<file path="src/rtl/dssm_pkg.sv">
`default_nettype none

package dssm_pkg;

    localparam int DEPTH       = 16;
    localparam int CNT_W       = $clog2(DEPTH + 1);
    localparam int ADDR_W      = (DEPTH > 1) ? $clog2(DEPTH) : 1;
    localparam int OP_W        = 3;
    localparam int WORD_W      = 32;
    localparam int STATUS_W    = 2;
    localparam int COUNT_OUT_W = 5;

    typedef logic [OP_W-1:0]        op_t;
    typedef logic [WORD_W-1:0]      word_t;
    typedef logic [STATUS_W-1:0]    status_t;
    typedef logic [CNT_W-1:0]       cnt_t;
    typedef logic [ADDR_W-1:0]      addr_t;
    typedef logic [COUNT_OUT_W-1:0] count_out_t;

    localparam op_t OP_PUSH_FIRST  = 3'd0;
    localparam op_t OP_PUSH_SECOND = 3'd1;
    localparam op_t OP_POP_FIRST   = 3'd2;
    localparam op_t OP_POP_SECOND  = 3'd3;
    localparam op_t OP_PEEK        = 3'd4;

    localparam status_t ST_OK        = 2'd0;
    localparam status_t ST_OVERFLOW  = 2'd1;
    localparam status_t ST_UNDERFLOW = 2'd2;

    // An empty stack shows all ones as its top word.
    localparam word_t EMPTY_TOP = '1;

    typedef struct packed {
        logic latch_in;
        logic exec;
        logic load_top;
        logic capture;
    } dssm_cmd_t;

    typedef struct packed {
        logic need_read;
    } dssm_stat_t;

endpackage

`default_nettype wire

</file>
<file path="src/rtl/dssm_if.sv">
`default_nettype none

interface dssm_req_if
    import dssm_pkg::*;
();
    logic  valid;
    logic  ready;
    op_t   op;
    word_t value;

    modport source (output valid, output op, output value, input ready);
    modport sink   (input valid, input op, input value, output ready);
endinterface

interface dssm_rsp_if
    import dssm_pkg::*;
();
    logic       valid;
    logic       ready;
    status_t    status;
    word_t      popped;
    count_out_t count_first;
    count_out_t count_second;
    word_t      top_first;
    word_t      top_second;

    modport source (output valid, output status, output popped, output count_first,
                    output count_second, output top_first, output top_second,
                    input ready);
    modport sink   (input valid, input status, input popped, input count_first,
                    input count_second, input top_first, input top_second,
                    output ready);
endinterface

`default_nettype wire

</file>
<file path="src/rtl/dual_stack_shared_memory.sv">
// Channel | Dir | Fields
// req     | in  | op, value
// rsp     | out | status, popped, count_first, count_second, top_first, top_second
//
// A transaction passes through the idle, execute and done states, and also a load
// state when a pop must fetch the new top word, since the store has one registered
// read port. A new request is taken only after the done state captures a result.
// The next request is taken while a finished result still waits on rsp.
// Reset clears both stack counts and sets both tops to all ones; the store
// itself is not cleared. A stalled rsp holds the next result in its last stage.
`default_nettype none

module dual_stack_shared_memory
    import dssm_pkg::*;
(
    input wire logic clk,
    input wire logic rst_n,
    dssm_req_if.sink   req,
    dssm_rsp_if.source rsp
);

    dssm_cmd_t  cmd;
    dssm_stat_t stat;

    dssm_ctrl u_ctrl (
        .clk       (clk),
        .rst_n     (rst_n),
        .in_valid  (req.valid),
        .in_ready  (req.ready),
        .out_valid (rsp.valid),
        .out_ready (rsp.ready),
        .stat      (stat),
        .cmd       (cmd)
    );

    dssm_datapath u_datapath (
        .clk              (clk),
        .rst_n            (rst_n),
        .cmd              (cmd),
        .stat             (stat),
        .in_op            (req.op),
        .in_value         (req.value),
        .res_status       (rsp.status),
        .res_popped       (rsp.popped),
        .res_count_first  (rsp.count_first),
        .res_count_second (rsp.count_second),
        .res_top_first    (rsp.top_first),
        .res_top_second   (rsp.top_second)
    );

endmodule

`default_nettype wire

</file>
<file path="src/rtl/dssm_datapath.sv">
`default_nettype none

module dssm_datapath
    import dssm_pkg::*;
(
    input  wire logic       clk,
    input  wire logic       rst_n,
    input  wire dssm_cmd_t  cmd,
    output      dssm_stat_t stat,
    input  wire op_t        in_op,
    input  wire word_t      in_value,
    output      status_t    res_status,
    output      word_t      res_popped,
    output      count_out_t res_count_first,
    output      count_out_t res_count_second,
    output      word_t      res_top_first,
    output      word_t      res_top_second
);

    word_t   mem [DEPTH];

    op_t     op_reg;
    word_t   value_reg;
    cnt_t    first_cnt_reg, first_cnt_next;
    cnt_t    second_cnt_reg, second_cnt_next;
    word_t   top_first_reg, top_first_next;
    word_t   top_second_reg, top_second_next;
    status_t status_reg, status_next;
    word_t   popped_reg, popped_next;
    word_t   rdata_reg;

    status_t    res_status_reg;
    word_t      res_popped_reg;
    count_out_t res_count_first_reg;
    count_out_t res_count_second_reg;
    word_t      res_top_first_reg;
    word_t      res_top_second_reg;

    logic [CNT_W:0] fill_sum;
    logic [CNT_W:0] second_top_wide;
    logic           full;
    logic           we;
    addr_t          waddr;
    addr_t          raddr;
    logic           need_read;

    assign fill_sum        = {1'b0, first_cnt_reg} + {1'b0, second_cnt_reg};
    assign full            = (fill_sum >= (CNT_W + 1)'(DEPTH));
    // After a pop from the second stack its new top sits at DEPTH - (count - 1).
    assign second_top_wide = (CNT_W + 1)'(DEPTH + 1) - {1'b0, second_cnt_reg};

    always_comb
    begin
        first_cnt_next  = first_cnt_reg;
        second_cnt_next = second_cnt_reg;
        top_first_next  = top_first_reg;
        top_second_next = top_second_reg;
        status_next     = ST_OK;
        popped_next     = '0;
        we              = 1'b0;
        waddr           = first_cnt_reg[ADDR_W-1:0];
        raddr           = second_top_wide[ADDR_W-1:0];
        need_read       = 1'b0;
        case (op_reg)
            OP_PUSH_FIRST:
            begin
                if (full)
                begin
                    status_next = ST_OVERFLOW;
                end
                else
                begin
                    we             = 1'b1;
                    waddr          = first_cnt_reg[ADDR_W-1:0];
                    first_cnt_next = first_cnt_reg + 1'b1;
                    top_first_next = value_reg;
                end
            end
            OP_PUSH_SECOND:
            begin
                if (full)
                begin
                    status_next = ST_OVERFLOW;
                end
                else
                begin
                    we              = 1'b1;
                    waddr           = ADDR_W'(DEPTH - 1) - second_cnt_reg[ADDR_W-1:0];
                    second_cnt_next = second_cnt_reg + 1'b1;
                    top_second_next = value_reg;
                end
            end
            OP_POP_FIRST:
            begin
                if (first_cnt_reg == '0)
                begin
                    status_next = ST_UNDERFLOW;
                end
                else
                begin
                    popped_next    = top_first_reg;
                    first_cnt_next = first_cnt_reg - 1'b1;
                    if (first_cnt_reg == cnt_t'(1))
                    begin
                        top_first_next = EMPTY_TOP;
                    end
                    else
                    begin
                        need_read = 1'b1;
                        raddr     = ADDR_W'(first_cnt_reg - cnt_t'(2));
                    end
                end
            end
            OP_POP_SECOND:
            begin
                if (second_cnt_reg == '0)
                begin
                    status_next = ST_UNDERFLOW;
                end
                else
                begin
                    popped_next     = top_second_reg;
                    second_cnt_next = second_cnt_reg - 1'b1;
                    if (second_cnt_reg == cnt_t'(1))
                    begin
                        top_second_next = EMPTY_TOP;
                    end
                    else
                    begin
                        need_read = 1'b1;
                        raddr     = second_top_wide[ADDR_W-1:0];
                    end
                end
            end
            default:
            begin
                // Peek and the unused codes leave the stacks alone.
            end
        endcase
    end

    assign stat.need_read = need_read;

    always_ff @(posedge clk or negedge rst_n)
    begin
        if (!rst_n)
        begin
            first_cnt_reg  <= '0;
            second_cnt_reg <= '0;
            top_first_reg  <= EMPTY_TOP;
            top_second_reg <= EMPTY_TOP;
        end
        else if (cmd.exec)
        begin
            first_cnt_reg   <= first_cnt_next;
            second_cnt_reg  <= second_cnt_next;
            top_first_reg   <= top_first_next;
            top_second_reg  <= top_second_next;
        end
        else if (cmd.load_top)
        begin
            if (op_reg == OP_POP_FIRST)
            begin
                top_first_reg <= rdata_reg;
            end
            else
            begin
                top_second_reg <= rdata_reg;
            end
        end
    end

    always_ff @(posedge clk)
    begin
        if (cmd.latch_in)
        begin
            op_reg    <= in_op;
            value_reg <= in_value;
        end
        if (cmd.exec)
        begin
            status_reg <= status_next;
            popped_reg <= popped_next;
        end
        if (cmd.capture)
        begin
            res_status_reg       <= status_reg;
            res_popped_reg       <= popped_reg;
            res_count_first_reg  <= COUNT_OUT_W'(first_cnt_reg);
            res_count_second_reg <= COUNT_OUT_W'(second_cnt_reg);
            res_top_first_reg    <= top_first_reg;
            res_top_second_reg   <= top_second_reg;
        end
    end

    // Shared word store: one write port and one registered read port.
    always_ff @(posedge clk)
    begin
        if (cmd.exec && we)
        begin
            mem[waddr] <= value_reg;
        end
        if (cmd.exec && need_read)
        begin
            rdata_reg <= mem[raddr];
        end
    end

    assign res_status       = res_status_reg;
    assign res_popped       = res_popped_reg;
    assign res_count_first  = res_count_first_reg;
    assign res_count_second = res_count_second_reg;
    assign res_top_first    = res_top_first_reg;
    assign res_top_second   = res_top_second_reg;

endmodule

`default_nettype wire

</file>
<file path="src/rtl/dssm_ctrl.sv">
`default_nettype none

module dssm_ctrl
    import dssm_pkg::*;
(
    input  wire logic       clk,
    input  wire logic       rst_n,
    input  wire logic       in_valid,
    output      logic       in_ready,
    output      logic       out_valid,
    input  wire logic       out_ready,
    input  wire dssm_stat_t stat,
    output      dssm_cmd_t  cmd
);

    typedef enum logic [1:0] {
        S_IDLE,
        S_EXEC,
        S_LOAD,
        S_DONE
    } state_t;

    state_t state_reg, state_next;
    logic   out_valid_reg, out_valid_next;
    logic   out_free;

    assign out_free = !out_valid_reg || out_ready;

    always_comb
    begin
        state_next     = state_reg;
        out_valid_next = out_valid_reg;
        cmd            = '0;
        if (out_valid_reg && out_ready)
        begin
            out_valid_next = 1'b0;
        end
        case (state_reg)
            S_IDLE:
            begin
                if (in_valid)
                begin
                    cmd.latch_in = 1'b1;
                    state_next   = S_EXEC;
                end
            end
            S_EXEC:
            begin
                cmd.exec   = 1'b1;
                state_next = stat.need_read ? S_LOAD : S_DONE;
            end
            S_LOAD:
            begin
                cmd.load_top = 1'b1;
                state_next   = S_DONE;
            end
            S_DONE:
            begin
                // The result waits here until the output register is free.
                if (out_free)
                begin
                    cmd.capture    = 1'b1;
                    out_valid_next = 1'b1;
                    state_next     = S_IDLE;
                end
            end
            default:
            begin
                state_next = S_IDLE;
            end
        endcase
    end

    always_ff @(posedge clk or negedge rst_n)
    begin
        if (!rst_n)
        begin
            state_reg     <= S_IDLE;
            out_valid_reg <= 1'b0;
        end
        else
        begin
            state_reg     <= state_next;
            out_valid_reg <= out_valid_next;
        end
    end

    assign in_ready  = (state_reg == S_IDLE);
    assign out_valid = out_valid_reg;

endmodule

`default_nettype wire

</file>
<file path="src/flat_wrapper.sv">
// flat-port wrapper written by rule: the top's interface ports become plain ports
module dual_stack_shared_memory_flat import dssm_pkg::*;
  (clk, rst_n, req_valid, req_op, req_value, req_ready, rsp_valid, rsp_status, rsp_popped, rsp_count_first, rsp_count_second, rsp_top_first, rsp_top_second, rsp_ready);
  dssm_req_if req_i ();
  dssm_rsp_if rsp_i ();
  input wire logic clk;
  input wire logic rst_n;
  input wire logic [$bits(req_i.valid)-1:0] req_valid;
  input wire logic [$bits(req_i.op)-1:0] req_op;
  input wire logic [$bits(req_i.value)-1:0] req_value;
  output wire logic [$bits(req_i.ready)-1:0] req_ready;
  output wire logic [$bits(rsp_i.valid)-1:0] rsp_valid;
  output wire logic [$bits(rsp_i.status)-1:0] rsp_status;
  output wire logic [$bits(rsp_i.popped)-1:0] rsp_popped;
  output wire logic [$bits(rsp_i.count_first)-1:0] rsp_count_first;
  output wire logic [$bits(rsp_i.count_second)-1:0] rsp_count_second;
  output wire logic [$bits(rsp_i.top_first)-1:0] rsp_top_first;
  output wire logic [$bits(rsp_i.top_second)-1:0] rsp_top_second;
  input wire logic [$bits(rsp_i.ready)-1:0] rsp_ready;
  assign req_i.valid = req_valid;
  assign req_i.op = req_op;
  assign req_i.value = req_value;
  assign req_ready = req_i.ready;
  assign rsp_valid = rsp_i.valid;
  assign rsp_status = rsp_i.status;
  assign rsp_popped = rsp_i.popped;
  assign rsp_count_first = rsp_i.count_first;
  assign rsp_count_second = rsp_i.count_second;
  assign rsp_top_first = rsp_i.top_first;
  assign rsp_top_second = rsp_i.top_second;
  assign rsp_i.ready = rsp_ready;
  dual_stack_shared_memory u_core (.clk(clk), .rst_n(rst_n), .req(req_i), .rsp(rsp_i));
endmodule
</file>
<file path="config.mk">
export PLATFORM = sky130hd
export DESIGN_NAME = dual_stack_shared_memory_flat
export DESIGN_NICKNAME = d
export VERILOG_FILES = /design/src/rtl/dssm_pkg.sv /design/src/rtl/dssm_if.sv /design/src/rtl/dual_stack_shared_memory.sv /design/src/rtl/dssm_datapath.sv /design/src/rtl/dssm_ctrl.sv /design/src/flat_wrapper.sv
export SDC_FILE = /design/constraint.sdc
export NUM_CORES = 1
export LEC_CHECK = 0
export BUFFER_PORTS_ARGS = -buffer_cell sky130_fd_sc_hd__buf_4
export CAP_MARGIN = 20
export CORE_MARGIN = 1
export CORE_UTILIZATION = 65
export CTS_CLUSTER_SIZE = 30
export DETAILED_ROUTE_END_ITERATION = 8
export GPL_ROUTABILITY_DRIVEN = 0
export PLACE_DENSITY = 0.95
export SYNTH_ARGS = -nofsm -noshare
export SYNTH_HDL_FRONTEND = slang
export SYNTH_SLANG_ARGS = --single-unit
</file>
<file path="constraint.sdc">
create_clock -name clk -period 6.5 [get_ports clk]
set_input_delay 1.625 -clock clk [delete_from_list [all_inputs] [get_ports clk]]
set_output_delay 1.625 -clock clk [all_outputs]
set_load 0.01 [all_outputs]
</file>
# Word-level counts from Yosys, hierarchy flattened
# Memory sizes are Yosys's and may differ from the RTL's. A register that Yosys moved wholly into a read port is not among the register bits.
# Index checks and enable logic that the tools add are counted.
# Widths: inputs -> output; s select.
# classes
shifts	0
mux	53
div	0
reduce_logical	19
n_eq_ne	22
n_lt_le_gt_ge	1
bitwise_logic	0
mul	0
addsub	8
# op_table
operator	n
$mux 32	13
$pmux 32 s2	3
$mux 4	5
$mux 5	4
$pmux 5 s2	2
$mux 1	19
$ne 3x3->1 const B	6
$ne 2x2->1 const B	7
$reduce_and 6->1	2
$add 5x1->5 const B	2
$eq 5x1->1 const B	2
$logic_not 5->1	2
$sub 5x1->5 const B	2
$mux 2	4
$pmux 2 s4	1
$reduce_and 4->1	2
$reduce_bool 2->1	4
$add 5x5->6	1
$eq 3x2->1 const B	2
$ge 6x5->1 const B	1
$pmux 2 s3	1
$eq 2x2->1 const B	2
$sub 1x4->4 const A	1
$sub 4x2->4 const B	1
12 further kinds	14
# word_totals
latchBits	0
elab_cells	120
in_bits	39
memories	1
register_bits	254
mem_bits_ro	0
mem_bits_rw	512
output_inout_bits	110
# memory_table
name	depth	word_bits	rd	rd_clocked_by_memory_dff	wr	line_no	text
u_core.u_datapath.mem	16	32	1	1	1	dssm_datapath.sv:20	word_t mem [DEPTH];

# Logic depth before layout (Yosys ltp)
# depth
ltp_word	7
mapped_depth	11
depth_no_buf	8

# Cells and area by module
# From an unflattened synthesis, not the netlist that was laid out.
# hier_totals
hier_cells	2030
area_unflattened_um2	34610.7
# modules_own_cells
mod	area_per_inst_um2	cells_each	seq_area_each_um2	n_inst
dssm_datapath	34379.2	2009	23582.6	1
dssm_ctrl	231.5	21	75.1	1

# Least setup slack after synthesis
# Ideal clock, no wire load.
# synth_path
kind	input to register
start	input rsp_ready
end	register u_core.u_datapath.res_count_first_reg[0], in the netlist u_core.u_datapath.res_count_first[0], enable pin
cell_stages	2
n_path_buf	0
setup_slack_ns	1.766
setup_ns	0.479
t_required_ns	6.021
arrival_ns	4.255
path_cell_list	nand2b_1 -> and2_1
# synth_lines
element	line_no	text
start, declared	flat_wrapper.sv:19	input wire logic [$bits(rsp_i.ready)-1:0] rsp_ready;
end signal, assigned	dssm_datapath.sv:189	res_count_first_reg <= COUNT_OUT_W'(first_cnt_reg);
end, declared	dssm_datapath.sv:34	count_out_t res_count_first_reg;

# Worst setup path in the final report
# layout_path
start	register u_core.u_datapath.first_cnt_reg[0]
end	register u_core.u_datapath.rdata_reg[5], read port of u_core.u_datapath.mem (data pin)
# layout_via
elab_chain_len	5
elab_cells_between_ends	10
classes_between	1 x add/sub; 1 x eq/ne; 6 x mux; 2 x reduce/logical
# layout_lines
element	line_no	text
start, declared	dssm_datapath.sv:24	cnt_t first_cnt_reg, first_cnt_next;
start signal, assigned	dssm_datapath.sv:155	first_cnt_reg <= first_cnt_next;
branches (longest 5 deep; another with $sub 4x2->4)	n/a	
end, declared	dssm_datapath.sv:30	word_t rdata_reg;
# Parallel ways; which one is timed is not known.
# A chain may end at the register's enable or synchronous reset.

==> impl_metrics.yaml <==
outcome:
  status: "complete, but fails checks"
  violations: "design-rule violations"
critical_path:
  required_ns: 6.84
  critPathMaxFanout: 58
  cp_data_arrival_time_ns: 5.27
  r2r_end: "u_core.u_datapath.rdata_reg[5]$_DFFE_PP_"
  critPathLaunchType: "flop"
  r2r_cells: 9
  critPathCaptureType: "flop"
  setup.worst_path.end: "u_core.u_datapath.rdata_reg[5]$_DFFE_PP_"
  r2r-start: "u_core.u_datapath.first_cnt_reg[0]$_DFFE_PN0P_"
  crit_type: "flop to flop"
  rrSetupSlack_ns: 1.57
  critPathLaunch: "u_core.u_datapath.first_cnt_reg[0]$_DFFE_PN0P_"
sta:
  fmaxAchievable_ghz: 0.203
  slew_viol_final: 0
  layout_setup_ws_ns: 1.57
  skew_ns: 0.0358
  finalSetupViolCount: 0
  slew_headroom_pct: 22.1
  setup_tns_ns: 0
  worst_slew_pin_slew_ns: 1.17
  period_share_pct: 75.9
  hold_slack_ns: 0.420
  rsz0062_at_grt: "no"
  hold_violations: 0
  fin_crit_ns: 4.93
synth:
  synth_area_leaders: "edfxtp_1 (71%), mux2i_1 (11%), dfstp_2 (5.5%), o22ai_1 (4.0%), dfrtp_1 (1.1%)"
  ys_async_sr_fraction_pct: 9.65
  syn-cell-area_mm2: 0.0304
  yosys.cell_types.count: 43
  ys_warn_count: 0
  synth_top_area_share_pct: 71.3
  ys_seq_area_share_pct: 77.9
  synth_edf_count: 721
  avgSynthCellArea_um2: 17.8
  synth_top_flop_cell: "edfxtp_1"
  synth_common_cells: "edfxtp_1 (721), mux2i_1 (323), o22ai_1 (193)"
  ys_ff_latch: 798
  syn-num-nets: 1765
  yosysMostFrequentCell: "edfxtp_1"
  synth_top_cell_by_area: "edfxtp_1"
  netlist_instances: 1705
hold_path:
  holdPathStages: 0
  min_path_type: "flop to flop"
global_route:
  grt_use_met3_pct: 8.91
  grt.total_usage_pct: 36.8
  grt_pass1_wl_mm: 124
  grt_overflow: 0
  top_usage_layer: "met2"
  grt_use_met2_pct: 58.6
  grt_pass1_vias: 19056
  grt_max_degree: 95
  globalRouteMet1Util_pct: 45.2
  antenna_found_initial: 1
power_and_ir_drop:
  internal-power_w: 0.0113
  powerDensity_mw_per_mm2: 497
  p_clk_share_pct: 25.7
  p_leak_nw: 12.8
  switching_power_w: 0.00599
  swShare_pct: 34.7
  combPwrFrac_pct: 29.9
  ir_drop_mv: 0.529
  pwr-share-seq_pct: 44.4
routing:
  ant_nets: 0
  vias: 18882
  wl_per_cell_um: 34.2
  first_iter_violations: 3620
  wl_mm: 87.2
  drc: 49
  firstDrtPassIters: 9
  vias_per_cell: 7.42
clocking:
  cts.sinks: 798
  clock_latency_ns: 0.62
  cts_buffer_depth: 3
  cts_root_buffer: "clkbuf_16"
  cts_hold_buf: 0
  cts_tree: "yes"
  cts-htree-levels: 3
  cts_resized: 0
  post_cts_buffers: 0
  clk_pin_slew_ns: 0.07
  cts_made_buffers: 73
final_layout:
  fin_area_mm2: 0.0348
  fillers: 2025
  final_util_pct: 76.3
  nets: 1947
  drive_gt1_share_pct: 20.6
  area_delta_synth_final_pct: 14.7
  largest-register: "u_core.u_datapath.mem"
  largest_register_ffs: 512
placement:
  io_buffers: 148
  dp_hpwl_mm: 42.2
  place_area_mm2: 0.0324
  place_ws_ns: 1.94
run:
  cap_violations: 0
floorplanning:
  dieHeight_um: 218
  die_x_um: 218
  io_pins: 149
  dieArea_mm2: 0.0476
  start_util_pct: 66.5
  core_area_mm2: 0.0457
  num_rows: 78
power groups by stage:
stage               Clock [W]  Sequential [W]  Combinational, W
finish                0.00444         0.00768           0.00518
global route          0.00459         0.00769           0.00529
CTS                   0.00443         0.00761           0.00499
detailed placement          0         0.00763           0.00464
global placement            0         0.00753           0.00429
floorplan                   0         0.00750           0.00296
worst max-delay path, cell delays in order (launching register included):
cell and delay, ns:
dfrtp_1 0.66, inv_1 0.26, ha_1 0.33, or2_2 0.35
a21oi_4 0.57, mux2i_4 0.50, buf_4 0.84, mux2i_1 0.37
o22ai_1 0.14, or4_1 0.56
placed cells by master (no fill, tap or decap), drive strengths merged, types with 20 or more instances in the layout:
cell	n
clkinv	20
clkbuf	96
a22o	32
or4	32
dfstp	64
mux2i	323
buf	193
o22ai	193
inv	81
edfxtp	721
ha	21
nor2	23
per-stage QoR:
stage / total power, W / cells
3_5_place_dp: 0.0123 / 2408
3_3_place_gp: 0.0118 / 2406
2_1_floorplan: 0.0105 / 1705
5_1_grt: 0.0176 / 2546
4_1_cts: 0.0170 / 2541
6_report: 0.0173 / 2546
layout make-up:
type                            instances  area [µm²]  area share, %
Antenna cell                            1        2.50        0.00718
Clock buffer                           96        2060           5.91
Clock inverter                         37         354           1.02
Inverter                               77         289          0.830
Multi-Input combinational cell        744        6200           17.8
Sequential cell                       798       23700           67.9
Tap cell                              600         751           2.16
Timing Repair Buffer                  193        1510           4.34
worst min-delay path by stage:
| stage | from | endpoint | slack, ns |
|---|---|---|---|
| 2_1_floorplan | u_core.u_datapath.popped_reg[0]$_DFFE_PP_ | u_core.u_datapath.res_popped[0]$_DFFE_PP_ | 0.40 |
| 3_3_place_gp | u_core.u_datapath.popped_reg[13]$_DFFE_PP_ | u_core.u_datapath.res_popped[13]$_DFFE_PP_ | 0.40 |
| 3_5_place_dp | u_core.u_datapath.popped_reg[30]$_DFFE_PP_ | u_core.u_datapath.res_popped[30]$_DFFE_PP_ | 0.41 |
| 4_1_cts | u_core.u_datapath.popped_reg[0]$_DFFE_PP_ | u_core.u_datapath.res_popped[0]$_DFFE_PP_ | 0.42 |
| 5_1_grt | u_core.u_datapath.popped_reg[27]$_DFFE_PP_ | u_core.u_datapath.res_popped[27]$_DFFE_PP_ | 0.43 |
| 6_report | u_core.u_datapath.popped_reg[0]$_DFFE_PP_ | u_core.u_datapath.res_popped[0]$_DFFE_PP_ | 0.42 |
logic make-up (layout without fill, tap and decap cells):
logic type      after synthesis  in the layout  share of synthesized area (%)
flops                       798            798                           77.9
mux                         324            324                           10.7
compound gates              266            266                           5.75
buf+inv                     163            403                           2.16
simple gates                119            119                           2.21
fa+ha+maj                    21             21                          0.866
xor+xnor                     14             14                          0.404
other cells                   0              1                              0
metal layers:
| layer | vias up | routed length (µm) |
|---|---|---|
| li1 | 7098 | - |
| met3 | 570 | 13000 |
| met2 | 2174 | 40900 |
| met1 | 9040 | 27100 |
| met5 | - | 0 |
| met4 | 0 | 6230 |
No activity file was read; power rests on OpenSTA's default activity.
